<file path="src/rtl/ttb_pkg.sv">
// ----------------------------------------------------------------------------
// ttb_pkg: shared types and constants for the triangle tangent basis block
// Holds the sequencer states, the multiplier control word and the fixed
// widths of the Q15.16 result format.
// ----------------------------------------------------------------------------
`timescale 1ns / 1ps
`default_nettype none

package ttb_pkg;

    // Result word format: signed Q15.16.
    localparam int OUT_W  = 32;
    localparam int Q_FRAC = 16;

    typedef enum logic [2:0] {
        ST_IDLE,
        ST_MAC_GO,
        ST_MAC_WAIT,
        ST_DIV_GO,
        ST_DIV_WAIT,
        ST_FIN
    } state_t;

    typedef struct packed {
        logic start;
        logic clear;
        logic sub;
    } mac_ctrl_t;

endpackage

`default_nettype wire

</file>
<file path="src/rtl/triangle_tangent_basis.sv">
// ----------------------------------------------------------------------------
// triangle_tangent_basis: per-triangle tangent and bitangent from UVs
// First two corners are held; the third starts a serial multiply and divide.
// ----------------------------------------------------------------------------
// Corners one and two are each held as they are taken. The third corner
// starts fourteen bit-serial products, then six restoring divisions, then
// the load of the output word. A degenerate triangle ends after the
// determinant. Reset clears the corner count and the output valid flag;
// the output word and held corners are not cleared.
`timescale 1ns / 1ps
`default_nettype none

module triangle_tangent_basis #(
    parameter int COORD_BITS = 16
) (
    input  wire logic                         clk,
    input  wire logic                         rst_n,
    input  wire logic                         in_valid,
    output logic                              in_ready,
    input  wire logic signed [COORD_BITS-1:0] pos_x,
    input  wire logic signed [COORD_BITS-1:0] pos_y,
    input  wire logic signed [COORD_BITS-1:0] pos_z,
    input  wire logic signed [COORD_BITS-1:0] tex_u,
    input  wire logic signed [COORD_BITS-1:0] tex_v,
    output logic                              out_valid,
    input  wire logic                         out_ready,
    output logic signed [31:0]                tangent_x,
    output logic signed [31:0]                tangent_y,
    output logic signed [31:0]                tangent_z,
    output logic signed [31:0]                bitangent_x,
    output logic signed [31:0]                bitangent_y,
    output logic signed [31:0]                bitangent_z,
    output logic                              degenerate
);

    localparam int C  = COORD_BITS;
    localparam int D  = C + 1;
    localparam int W  = 2 * C + 2;
    localparam int QW = ttb_pkg::OUT_W;

    ttb_pkg::state_t state_reg, state_next;

    logic [1:0]          count_reg, count_next;
    logic [2:0]          k_reg, k_next;
    logic                ph_reg, ph_next;
    logic                degen_reg, degen_next;
    logic                ov_reg, ov_next;

    logic signed [C-1:0] h0_reg [5];
    logic signed [C-1:0] h1_reg [5];
    logic signed [C-1:0] cur [5];
    logic signed [D-1:0] dp1_reg [3];
    logic signed [D-1:0] dp2_reg [3];
    logic signed [D-1:0] du1_reg, dv1_reg, du2_reg, dv2_reg;
    logic signed [W-1:0] det_reg;
    logic [QW-1:0]       res_reg [6];
    logic [QW-1:0]       ow_reg [6];

    logic                in_acc;
    logic                store_h0, store_h1, load_delta;
    logic                det_load, res_load, out_load;

    ttb_pkg::mac_ctrl_t  mac_ctrl;
    logic signed [D-1:0] mac_a, mac_b;
    logic                mac_done;
    logic signed [W-1:0] mac_acc;
    logic                div_start;
    logic                div_done;
    logic [QW-1:0]       div_quot;

    function automatic logic signed [D-1:0] delta(input logic signed [C-1:0] x,
                                                  input logic signed [C-1:0] y);
        delta = $signed({x[C-1], x}) - $signed({y[C-1], y});
    endfunction

    assign cur[0] = pos_x;
    assign cur[1] = pos_y;
    assign cur[2] = pos_z;
    assign cur[3] = tex_u;
    assign cur[4] = tex_v;

    assign in_ready = (state_reg == ttb_pkg::ST_IDLE);
    assign in_acc   = in_valid && in_ready;

    // Operand pair for the current product: det first, then tangent and
    // bitangent numerators, each as a first product less a second.
    always_comb
    begin
        mac_a = du1_reg;
        mac_b = dv2_reg;
        unique case (k_reg) inside
            3'd0:
            begin
                mac_a = ph_reg ? dv1_reg : du1_reg;
                mac_b = ph_reg ? du2_reg : dv2_reg;
            end
            [3'd1:3'd3]:
            begin
                mac_a = ph_reg ? dp2_reg[2'(k_reg - 3'd1)] : dp1_reg[2'(k_reg - 3'd1)];
                mac_b = ph_reg ? dv1_reg : dv2_reg;
            end
            [3'd4:3'd6]:
            begin
                mac_a = ph_reg ? dp1_reg[2'(k_reg - 3'd4)] : dp2_reg[2'(k_reg - 3'd4)];
                mac_b = ph_reg ? du2_reg : du1_reg;
            end
            default:
            begin
                mac_a = du1_reg;
                mac_b = dv2_reg;
            end
        endcase
    end

    always_comb
    begin
        state_next = state_reg;
        count_next = count_reg;
        k_next     = k_reg;
        ph_next    = ph_reg;
        degen_next = degen_reg;
        ov_next    = ov_reg;
        store_h0   = 1'b0;
        store_h1   = 1'b0;
        load_delta = 1'b0;
        det_load   = 1'b0;
        res_load   = 1'b0;
        out_load   = 1'b0;
        mac_ctrl   = '0;
        div_start  = 1'b0;

        if (ov_reg && out_ready)
            ov_next = 1'b0;

        unique case (state_reg)
            ttb_pkg::ST_IDLE:
            begin
                if (in_acc)
                begin
                    if (count_reg == 2'd2)
                    begin
                        load_delta = 1'b1;
                        count_next = 2'd0;
                        k_next     = 3'd0;
                        ph_next    = 1'b0;
                        degen_next = 1'b0;
                        state_next = ttb_pkg::ST_MAC_GO;
                    end
                    else if (count_reg == 2'd1)
                    begin
                        store_h1   = 1'b1;
                        count_next = 2'd2;
                    end
                    else
                    begin
                        store_h0   = 1'b1;
                        count_next = 2'd1;
                    end
                end
            end
            ttb_pkg::ST_MAC_GO:
            begin
                mac_ctrl.start = 1'b1;
                mac_ctrl.clear = !ph_reg;
                mac_ctrl.sub   = ph_reg;
                state_next     = ttb_pkg::ST_MAC_WAIT;
            end
            ttb_pkg::ST_MAC_WAIT:
            begin
                if (mac_done)
                begin
                    if (!ph_reg)
                    begin
                        ph_next    = 1'b1;
                        state_next = ttb_pkg::ST_MAC_GO;
                    end
                    else
                    begin
                        ph_next = 1'b0;
                        if (k_reg == 3'd0)
                        begin
                            det_load = 1'b1;
                            if (mac_acc == '0)
                            begin
                                degen_next = 1'b1;
                                state_next = ttb_pkg::ST_FIN;
                            end
                            else
                            begin
                                k_next     = 3'd1;
                                state_next = ttb_pkg::ST_MAC_GO;
                            end
                        end
                        else
                        begin
                            state_next = ttb_pkg::ST_DIV_GO;
                        end
                    end
                end
            end
            ttb_pkg::ST_DIV_GO:
            begin
                div_start  = 1'b1;
                state_next = ttb_pkg::ST_DIV_WAIT;
            end
            ttb_pkg::ST_DIV_WAIT:
            begin
                if (div_done)
                begin
                    res_load = 1'b1;
                    if (k_reg == 3'd6)
                        state_next = ttb_pkg::ST_FIN;
                    else
                    begin
                        k_next     = k_reg + 3'd1;
                        state_next = ttb_pkg::ST_MAC_GO;
                    end
                end
            end
            ttb_pkg::ST_FIN:
            begin
                // Wait until the output word is free before overwriting it.
                if (!ov_reg || out_ready)
                begin
                    out_load   = 1'b1;
                    ov_next    = 1'b1;
                    state_next = ttb_pkg::ST_IDLE;
                end
            end
            default:
            begin
                state_next = ttb_pkg::ST_IDLE;
            end
        endcase
    end

    always_ff @(posedge clk or negedge rst_n)
    begin
        if (!rst_n)
        begin
            state_reg <= ttb_pkg::ST_IDLE;
            count_reg <= 2'd0;
            k_reg     <= 3'd0;
            ph_reg    <= 1'b0;
            degen_reg <= 1'b0;
            ov_reg    <= 1'b0;
        end
        else
        begin
            state_reg <= state_next;
            count_reg <= count_next;
            k_reg     <= k_next;
            ph_reg    <= ph_next;
            degen_reg <= degen_next;
            ov_reg    <= ov_next;
        end
    end

    always_ff @(posedge clk)
    begin
        if (store_h0)
            h0_reg <= cur;
        if (store_h1)
            h1_reg <= cur;
        if (load_delta)
        begin
            for (int j = 0; j < 3; j++)
            begin
                dp1_reg[j] <= delta(h1_reg[j], h0_reg[j]);
                dp2_reg[j] <= delta(cur[j], h0_reg[j]);
            end
            du1_reg <= delta(h1_reg[3], h0_reg[3]);
            dv1_reg <= delta(h1_reg[4], h0_reg[4]);
            du2_reg <= delta(cur[3], h0_reg[3]);
            dv2_reg <= delta(cur[4], h0_reg[4]);
        end
        if (det_load)
            det_reg <= mac_acc;
        if (res_load)
            res_reg[k_reg - 3'd1] <= div_quot;
        if (out_load)
        begin
            for (int j = 0; j < 6; j++)
                ow_reg[j] <= degen_reg ? '0 : res_reg[j];
        end
    end

    // The degenerate flag is a control bit and must be valid from reset.
    logic dg_reg;
    always_ff @(posedge clk or negedge rst_n)
    begin
        if (!rst_n)
            dg_reg <= 1'b0;
        else if (out_load)
            dg_reg <= degen_reg;
    end

    ttb_mac #(
        .D (D),
        .W (W)
    ) u_mac (
        .clk   (clk),
        .rst_n (rst_n),
        .ctrl  (mac_ctrl),
        .a     (mac_a),
        .b     (mac_b),
        .done  (mac_done),
        .acc   (mac_acc)
    );

    ttb_div #(
        .W (W)
    ) u_div (
        .clk   (clk),
        .rst_n (rst_n),
        .start (div_start),
        .num   (mac_acc),
        .den   (det_reg),
        .done  (div_done),
        .quot  (div_quot)
    );

    assign out_valid   = ov_reg;
    assign tangent_x   = $signed(ow_reg[0]);
    assign tangent_y   = $signed(ow_reg[1]);
    assign tangent_z   = $signed(ow_reg[2]);
    assign bitangent_x = $signed(ow_reg[3]);
    assign bitangent_y = $signed(ow_reg[4]);
    assign bitangent_z = $signed(ow_reg[5]);
    assign degenerate  = dg_reg;

endmodule

`default_nettype wire

</file>
<file path="src/rtl/ttb_mac.sv">
// ----------------------------------------------------------------------------
// ttb_mac: bit-serial signed multiply-accumulate
// Adds or subtracts a*b into the accumulator, taking one bit of |b| per cycle.
// ----------------------------------------------------------------------------
`timescale 1ns / 1ps
`default_nettype none

module ttb_mac #(
    parameter int D = 17,
    parameter int W = 34
) (
    input  wire logic                clk,
    input  wire logic                rst_n,
    input  wire ttb_pkg::mac_ctrl_t  ctrl,
    input  wire logic signed [D-1:0] a,
    input  wire logic signed [D-1:0] b,
    output logic                     done,
    output logic signed [W-1:0]      acc
);

    localparam int CW = $clog2(D);

    logic signed [W-1:0] acc_reg, acc_next;
    logic [W-1:0]        m_reg, m_next;
    logic [D-1:0]        b_reg, b_next;
    logic                neg_reg, neg_next;
    logic [CW-1:0]       cnt_reg, cnt_next;
    logic                busy_reg, busy_next;
    logic                done_reg, done_next;
    logic [W-1:0]        addend;

    always_comb
    begin
        acc_next  = acc_reg;
        m_next    = m_reg;
        b_next    = b_reg;
        neg_next  = neg_reg;
        cnt_next  = cnt_reg;
        busy_next = busy_reg;
        done_next = 1'b0;
        // Negation is invert plus one; the increment and the accumulate are separate adds.
        addend = b_reg[0] ? ((m_reg ^ {W{neg_reg}}) + W'(neg_reg)) : '0;
        if (ctrl.start)
        begin
            acc_next  = ctrl.clear ? '0 : acc_reg;
            m_next    = {{(W-D){a[D-1]}}, a};
            b_next    = b[D-1] ? (~b + D'(1)) : b;
            neg_next  = b[D-1] ^ ctrl.sub;
            cnt_next  = CW'(D - 1);
            busy_next = 1'b1;
        end
        else if (busy_reg)
        begin
            acc_next = acc_reg + $signed(addend);
            m_next   = {m_reg[W-2:0], 1'b0};
            b_next   = {1'b0, b_reg[D-1:1]};
            cnt_next = cnt_reg - CW'(1);
            if (cnt_reg == '0)
            begin
                busy_next = 1'b0;
                done_next = 1'b1;
            end
        end
    end

    always_ff @(posedge clk or negedge rst_n)
    begin
        if (!rst_n)
        begin
            busy_reg <= 1'b0;
            done_reg <= 1'b0;
            cnt_reg  <= '0;
        end
        else
        begin
            busy_reg <= busy_next;
            done_reg <= done_next;
            cnt_reg  <= cnt_next;
        end
    end

    always_ff @(posedge clk)
    begin
        acc_reg <= acc_next;
        m_reg   <= m_next;
        b_reg   <= b_next;
        neg_reg <= neg_next;
    end

    assign done = done_reg;
    assign acc  = acc_reg;

endmodule

`default_nettype wire

</file>
<file path="src/rtl/ttb_div.sv">
// ----------------------------------------------------------------------------
// ttb_div: bit-serial restoring divider with Q15.16 saturation
// Produces num/den in Q15.16, truncated toward zero, one quotient bit a cycle.
// ----------------------------------------------------------------------------
`timescale 1ns / 1ps
`default_nettype none

module ttb_div #(
    parameter int W = 34
) (
    input  wire logic                       clk,
    input  wire logic                       rst_n,
    input  wire logic                       start,
    input  wire logic signed [W-1:0]        num,
    input  wire logic signed [W-1:0]        den,
    output logic                            done,
    output logic [ttb_pkg::OUT_W-1:0]       quot
);

    localparam int QW = ttb_pkg::OUT_W;
    localparam int NW = W + ttb_pkg::Q_FRAC;
    localparam int CW = $clog2(NW);

    logic [NW-1:0] n_reg, n_next;
    logic [W-1:0]  r_reg, r_next;
    logic [W-1:0]  d_reg, d_next;
    logic [QW-1:0] q_reg, q_next;
    logic          ovf_reg, ovf_next;
    logic          neg_reg, neg_next;
    logic [CW-1:0] cnt_reg, cnt_next;
    logic          busy_reg, busy_next;
    logic          done_reg, done_next;
    logic [W:0]    trial;
    logic [W:0]    diff;
    logic          ge;
    logic [W-1:0]  num_mag;
    logic [W-1:0]  den_mag;
    logic [QW:0]   q_mag;

    always_comb
    begin
        num_mag = num[W-1] ? (~num + W'(1)) : num;
        den_mag = den[W-1] ? (~den + W'(1)) : den;
        trial   = {r_reg, n_reg[NW-1]};
        diff    = trial - {1'b0, d_reg};
        ge      = (trial >= {1'b0, d_reg});

        n_next    = n_reg;
        r_next    = r_reg;
        d_next    = d_reg;
        q_next    = q_reg;
        ovf_next  = ovf_reg;
        neg_next  = neg_reg;
        cnt_next  = cnt_reg;
        busy_next = busy_reg;
        done_next = 1'b0;
        if (start)
        begin
            n_next    = {num_mag, {ttb_pkg::Q_FRAC{1'b0}}};
            r_next    = '0;
            d_next    = den_mag;
            q_next    = '0;
            ovf_next  = 1'b0;
            neg_next  = num[W-1] ^ den[W-1];
            cnt_next  = CW'(NW - 1);
            busy_next = 1'b1;
        end
        else if (busy_reg)
        begin
            n_next   = {n_reg[NW-2:0], 1'b0};
            r_next   = ge ? diff[W-1:0] : trial[W-1:0];
            // Any quotient bit beyond the 32-bit field means saturation.
            ovf_next = ovf_reg | q_reg[QW-1];
            q_next   = {q_reg[QW-2:0], ge};
            cnt_next = cnt_reg - CW'(1);
            if (cnt_reg == '0)
            begin
                busy_next = 1'b0;
                done_next = 1'b1;
            end
        end
    end

    always_ff @(posedge clk or negedge rst_n)
    begin
        if (!rst_n)
        begin
            busy_reg <= 1'b0;
            done_reg <= 1'b0;
            cnt_reg  <= '0;
        end
        else
        begin
            busy_reg <= busy_next;
            done_reg <= done_next;
            cnt_reg  <= cnt_next;
        end
    end

    always_ff @(posedge clk)
    begin
        n_reg   <= n_next;
        r_reg   <= r_next;
        d_reg   <= d_next;
        q_reg   <= q_next;
        ovf_reg <= ovf_next;
        neg_reg <= neg_next;
    end

    always_comb
    begin
        q_mag = ovf_reg ? {1'b1, {QW{1'b0}}} : {1'b0, q_reg};
        if (!neg_reg)
        begin
            if (q_mag > {1'b0, 1'b0, {(QW-1){1'b1}}})
                quot = {1'b0, {(QW-1){1'b1}}};
            else
                quot = q_mag[QW-1:0];
        end
        else
        begin
            if (q_mag > {1'b0, 1'b1, {(QW-1){1'b0}}})
                quot = {1'b1, {(QW-1){1'b0}}};
            else
                quot = ~q_mag[QW-1:0] + QW'(1);
        end
    end

    assign done = done_reg;

endmodule

`default_nettype wire

</file>
<file path="config.mk">
export PLATFORM = sky130hd
export DESIGN_NAME = triangle_tangent_basis
export DESIGN_NICKNAME = d
export VERILOG_FILES = /design/src/rtl/ttb_pkg.sv /design/src/rtl/triangle_tangent_basis.sv /design/src/rtl/ttb_mac.sv /design/src/rtl/ttb_div.sv
export SDC_FILE = /design/constraint.sdc
export NUM_CORES = 2
export LEC_CHECK = 0
export BUFFER_PORTS_ARGS = -buffer_cell sky130_fd_sc_hd__buf_2
export CELL_PAD_IN_SITES_DETAIL_PLACEMENT = 1
export CELL_PAD_IN_SITES_GLOBAL_PLACEMENT = 1
export CORE_ASPECT_RATIO = 1.2
export CORE_MARGIN = 5
export CORE_UTILIZATION = 50
export DETAILED_ROUTE_END_ITERATION = 8
export PLACE_DENSITY = 0.89
export SLEW_MARGIN = 20
export SYNTH_ARGS = -nofsm -noshare
export SYNTH_HDL_FRONTEND = slang
export SYNTH_HIERARCHICAL = 1
export SYNTH_SLANG_ARGS = --single-unit
</file>
<file path="constraint.sdc">
create_clock -name clk -period 10.96 [get_ports clk]
set_input_delay 1.644 -clock clk [delete_from_list [all_inputs] [get_ports clk]]
set_output_delay 1.644 -clock clk [all_outputs]
set_load 0.05 [all_outputs]
</file>
## Yosys cells after proc, flatten, opt, wreduce, memory -nomap -nowiden

Memory sizes are Yosys's and may differ from the RTL's.
Cells that the tools add are included.

- Flip-flop bits (word level): 511
- RAM bits: 486
- Bits of input ports: 84
- Output and inout bits: 195
- Logic and storage cells: 230
- Memories: 4

- $add $sub $neg: 22
- Order comparisons: 7
- Equal/unequal tests: 19
- Mux-type cells: 109
- Bitwise logic cells: 8
- Reduce and logical (&&, ||, !) cells: 22

Memories:

| name | depth | bits a word | read ports | clocked after memory_dff | write ports | line | RTL |
|---|---|---|---|---|---|---|---|
| ow_reg | 6 | 32 | 6 | 0 | 6 | triangle_tangent_basis.sv:57 | `logic [QW-1:0] ow_reg [6];` |
| res_reg | 6 | 32 | 6 | 0 | 1 | triangle_tangent_basis.sv:56 | `logic [QW-1:0] res_reg [6];` |
| dp1_reg | 3 | 17 | 2 | 0 | 3 | triangle_tangent_basis.sv:52 | `logic signed [D-1:0] dp1_reg [3];` |
| dp2_reg | 3 | 17 | 2 | 0 | 3 | triangle_tangent_basis.sv:53 | `logic signed [D-1:0] dp2_reg [3];` |

Operator list:

| operator | number |
|---|---|
| 32-bit two-way mux | 9 |
| 34-bit two-way mux | 8 |
| 16-bit by 16-bit subtractor with 17-bit output | 10 |
| 17-bit two-way mux | 9 |
| 17-bit case mux with 3 select lines | 2 |
| 50-bit two-way mux | 2 |
| 34-bit by 2-bit adder with 34-bit output (second input constant) | 2 |
| 34-bit inverter | 2 |
| 33-bit two-way mux | 2 |
| 3-bit two-way mux | 18 |
| 1-bit two-way mux | 49 |
| 35-bit by 34-bit greater-or-equal comparator with 1-bit output | 1 |
| 34-bit by 1-bit adder with 34-bit output | 1 |
| 34-bit adder | 1 |
| 34-bit zero test | 1 |
| 34-bit subtractor | 1 |
| 34-bit XOR | 1 |
| 33-bit by 31-bit greater-than comparator with 1-bit output (second input constant) | 1 |
| 33-bit by 32-bit greater-than comparator with 1-bit output (second input constant) | 1 |
| 32-bit by 1-bit adder with 32-bit output (second input constant) | 1 |
| 32-bit inverter | 1 |
| 3-bit case mux with 6 select lines | 1 |
| 17-bit by 2-bit adder with 17-bit output (second input constant) | 1 |
| 17-bit inverter | 1 |
| 36 further kinds | 61 |

## Longest topological paths before layout

- Depth after elaboration: 7
- Depth in mapped cells: 22
- Gate-level depth less buffers: 17

## Hierarchy

Netlist, hierarchy kept.

By module, submodules not included:

| module | times used | cells an instance | area an instance (um^2) | sequential area each (um^2) |
|---|---|---|---|---|
| triangle_tangent_basis | 1 | 2605 | 35288.8 | 22761.8 |
| ttb_div | 1 | 1199 | 9989.6 | 3613.5 |
| ttb_mac | 1 | 791 | 7224.4 | 2757.6 |

## Least setup slack after synthesis

OpenSTA, ideal clock, no wires.

- Path kind: input to register
- Start: input port out_ready
- End: register dg_reg, in the netlist degenerate
- Library setup time: 107 ps
- Arrival time: 10860 ps
- Data required time: 10853 ps
- Slack: -7 ps
- Stages on the path: 3
- Buffers on the path: 0
- Path through: nor2b_1 -> nor2_1 -> mux2_2

- Cells in the longest elaborated chain, start to end: 3

RTL lines:

| item | line | RTL |
|---|---|---|
| start, declared | triangle_tangent_basis.sv:26 | `input wire logic out_ready,` |
| 1-bit logical OR | triangle_tangent_basis.sv:223 | `if (!ov_reg \|\| out_ready)` |
| 1-bit two-way mux | triangle_tangent_basis.sv:223 |  |
| 1-bit two-way mux | triangle_tangent_basis.sv:135 | `unique case (state_reg)` |
| via out_load | triangle_tangent_basis.sv:61 | `logic det_load, res_load, out_load;` |
| end signal, assigned | triangle_tangent_basis.sv:295 | `dg_reg <= degen_reg;` |
| end, declared | triangle_tangent_basis.sv:289 | `logic dg_reg;` |

The timed path passes the listed nets, and every way through them passes these cells.
A chain may end at the register's enable or synchronous reset.

## Worst setup path after layout

- Start: register u_mac.neg_reg
- End: register u_mac.acc_reg[30], in the netlist u_mac/acc[30] (data pin)

- Cells in the longest elaborated chain, start to end: 6

RTL lines:

| item | line | RTL |
|---|---|---|
| start, declared | ttb_mac.sv:26 | `logic neg_reg, neg_next;` |
| start signal, assigned | ttb_mac.sv:87 | `neg_reg <= neg_next;` |
| 34-bit XOR | ttb_mac.sv:42 | `addend = b_reg[0] ? ((m_reg ^ {W{neg_reg}}) + W'(neg_reg)) : '0;` |
| 34-bit by 1-bit adder with 34-bit output * | ttb_mac.sv:42 |  |
| 34-bit two-way mux * | ttb_mac.sv:42 |  |
| 34-bit adder * | ttb_mac.sv:54 | `acc_next = acc_reg + $signed(addend);` |
| 34-bit two-way mux * | ttb_mac.sv:52 | `else if (busy_reg)` |
| 34-bit two-way mux * | ttb_mac.sv:43 | `if (ctrl.start)` |
| end signal, assigned | ttb_mac.sv:84 | `acc_reg <= acc_next;` |
| end, declared | ttb_mac.sv:23 | `logic signed [W-1:0] acc_reg, acc_next;` |

Mark *: on every way between the ends. The rest lies on a longest branch, timed or not. The select of a mux whose other input is x is not followed.

==> summary.txt <==
Floorplanning
  • FP Rows: 130
  • IO Pins: 279
  • Initial core utilization: 50.3%
  • Die area: 0.112 mm^2
  • Die height: 365 um
  • Area of the core: 0.104 mm^2
  • Die width: 306 um

Synth
  • Avg Synthesized Cell Area: 11.4 um^2
  • Net count after synthesis: 4,937
  • Post-synth ARST share: 2.71%
  • Ranking of synthesized cells by area: edfxtp_1 (52%), ha_1 (5.9%), nor2b_1 (3.0%), xnor2_1 (3.0%), a21oi_1 (3.0%)
  • Yosys cell types: 101
  • Top cell type by total area after synthesis: edfxtp_1
  • Synth Instances: 4,595
  • Synthesized cell area: 0.0525 mm^2
  • Sequential-to-total area share from yosys stat: 55.5%
  • Synth Warn #: 6
  • EDFF count, synth: 903
  • Top-area cell type share of the netlist area: 51.6%
  • #FFs+latches synth: 997
  • Ys flop type: edfxtp_1

Detailed routing
  • Routed Antenna Nets: 0
  • Vias per inst: 6.38
  • Initial DRC count: 4,485
  • DRT Pass-1 Iters: 7
  • Via count: 40.2k
  • DRC: 0
  • Final wirelength: 179,000 um
  • DR WL/cell: 28.5 um

Global routing
  • GRT Total Usage: 30.2%
  • Vias in the first global route: 42.0k
  • Initial antenna violation count: 16
  • Largest net degree at the start of global routing: 194
  • Global-route wire length before repair: 261,000 um
  • Grt ovf: 0

Final layout
  • Fin util: 56.2%
  • FILL cells: 10.9k
  • Ratio of cells with drive above 1 in the final layout: 12.3%
  • Synthesis-to-layout area growth: 11.8%
  • # nets final: 5,163
  • Non-Filler Instances: 6,301
  • Final instance area: 0.0587 mm^2

Clock network
  • Post-cts gate resize count: 0
  • CTS Hold Bufs: 0
  • Setup Buffers After CTS: 0
  • Worst-skew pair later-pin latency: 0.76 ns
  • CTS clk-pin slew, worst paths: 0.07 ns
  • CTS sink count: 997
  • CTS root buffer: clkbuf_16
  • CTS tree: done
  • Longest Clk Path Bufs: 3
  • Num CTS Buffers: 102
  • Htree depth: 3

Worst setup path
  • WP data required: 11.40 ns
  • Path depth of the worst reg2reg path: 15
  • R2R setup slack: 5.29 ns
  • RR Endpoint: u_mac/acc[30]
  • Crit Path Category: reg2reg
  • CP arrival: 6.10 ns
  • CP startpoint kind: register
  • CP Max Fanout: 68
  • Reg2reg start: u_mac/neg_reg
  • Crit path capture type: register

Timing
  • Setup slack after layout: 5.29 ns
  • Min Tclk post-route: 5.67 ns
  • Total negative slack: 0 ns
  • Max_slew headroom: 12.6%
  • RSZ-0062 raised after global routing: false
  • Clock Skews: 0.0845 ns
  • Final Hold Viols: 0
  • Hold_ws: 0.511 ns
  • Fin. max-slew vios: 0
  • Fmax: 176 MHz
  • Final setup fails: 0
  • Worst slew pin tran: 1.29 ns
  • Final period utilization: 51.7%

Hold path
  • Hold EP: u_div/r_reg[27]
  • WHS Path Cells: 2
  • Hold Crit Start: u_div/r_reg[27]
  • Min-Delay Path Class: reg2reg

Power
  • Total power: 18.0 mW
  • Worst vdd rail ir drop: 0.000191 V
  • Leak: 22.2 nW
  • Cell Pwr Density: 306 mW/mm^2

Place
  • DP Area: 0.0552 mm^2
  • Routability cong.: 0.901
  • Dpl hpwl: 115,000 um
  • Cells after DPL: 6,100
  • Post-Place Setup Slack: 5.45 ns
  • IO buf count: 278

Job
  • Max Cap Viol: 0

Outcome
  • Status: finished, final reports clean
[cells by family after synthesis]
logic type,Yosys count,synth area share (%)
muxes,162,3.98
and+or+nand+nor,1366,13.0
buffers and inverters,450,3.34
xor gates and xnor gates,291,4.85
adders and majority gates,258,6.32
AOI/OAI and AO/OA,1071,13.0
DFF,997,55.5
[power breakdown]
group | total [mW] | internal, mW | switching (mW) | leakage (nW)
logic | 8.22 | 2.82 | 5.41 | 11.4
registers | 6.16 | 5.42 | 0.735 | 9.27
clock network | 3.57 | 1.92 | 1.66 | 1.59
total | 18.0 | 10.2 | 7.80 | 22.2
[worst max-delay path, stage by stage, from the launching register on]
cell and delay, ns:
edfxtp_1 0.34, buf_4 0.57, ha_1 0.36, ha_1 0.27
o21ai_1 0.25, nor3_1 0.40, a311oi_1 0.15, a311oi_1 0.46
ha_1 0.39, nand3_1 0.29, nor2_1 0.10, a221oi_1 0.74
a21oi_1 0.17, a211oi_1 0.56, or4_1 0.22, nand4_1 0.09
[placed cells by master (no fill, tap or decap), types with 30 or more instances in the layout]
master | Yosys | final
edfxtp_1 | 903 | 903
nand2_1 | 342 | 342
nor2_1 | 349 | 341
a21oi_1 | 311 | 307
buf_2 | 14 | 278
nor2b_1 | 253 | 252
inv_1 | 250 | 250
ha_1 | 246 | 246
o21ai_0 | 220 | 217
xnor2_1 | 179 | 179
xor2_1 | 112 | 112
clkbuf_16 | 0 | 103
mux2i_1 | 92 | 92
nor3_1 | 83 | 80
dfxtp_1 | 67 | 67
nand3_1 | 61 | 61
o21a_1 | 58 | 58
a31oi_1 | 55 | 55
a21o_1 | 52 | 51
o21ai_1 | 43 | 46
nand2b_1 | 42 | 42
and3_1 | 40 | 37
nand4_1 | 37 | 37
nor4_1 | 35 | 35
mux4_2 | 34 | 34
o31ai_1 | 31 | 31
buf_4 | 10 | 31
or3_1 | 30 | 30
[layer usage]
layer / up-vias / wire length [um] / track usage [%]
met2: 2161 / 93400 / 56.2
met4: 6 / 13200 / 17.1
met5: - / 64 / 0
li1: 17400 / - / -
met1: 19900 / 60200 / 32.1
met3: 713 / 12400 / 5.68
[layout make-up]
class,instances,area [um^2],area share [%]
well taps,1386,1730,2.95
repair buffers,316,1770,3.02
clock buffers,130,2710,4.62
multi-input cells,3148,21700,37.0
clock inverters,59,622,1.06
diodes,9,22.5,0.0384
flip-flops and latches,997,29100,49.7
inverters,256,961,1.64
[worst max-delay path by stage]
| stage | startpoint | to | slack [ns] |
|---|---|---|---|
| 3_5_place_dp | k_reg[0] | u_mac/b_reg[15] | 5.45 |
| 2_1_floorplan | out_ready | degenerate | 3.47 |
| 5_1_grt | u_mac/neg_reg | u_mac/acc[30] | 5.03 |
| 4_1_cts | k_reg[0] | u_mac/b_reg[13] | 5.47 |
| 6_report | u_mac/neg_reg | u_mac/acc[30] | 5.29 |
| 3_3_place_gp | k_reg[0] | u_mac/b_reg[15] | 5.66 |
[Yosys cell counts (21+ instances only)]
cell type	n
edfxtp_1	903
nor2_1	349
nand2_1	342
a21oi_1	311
nor2b_1	253
inv_1	250
ha_1	246
o21ai_0	220
xnor2_1	179
clkbuf_1	148
xor2_1	112
mux2i_1	92
nor3_1	83
dfxtp_1	67
nand3_1	61
o21a_1	58
a31oi_1	55
a21o_1	52
o21ai_1	43
nand2b_1	42
and3_1	40
nand4_1	37
nor4_1	35
mux4_2	34
o31ai_1	31
or3_1	30
a22oi_1	29
mux2_2	29
dfrtp_1	27
o22ai_1	27
o211ai_1	25
a311oi_1	23
a211oi_1	22
buf_1	21
No activity file was read; power rests on OpenSTA's default activity.
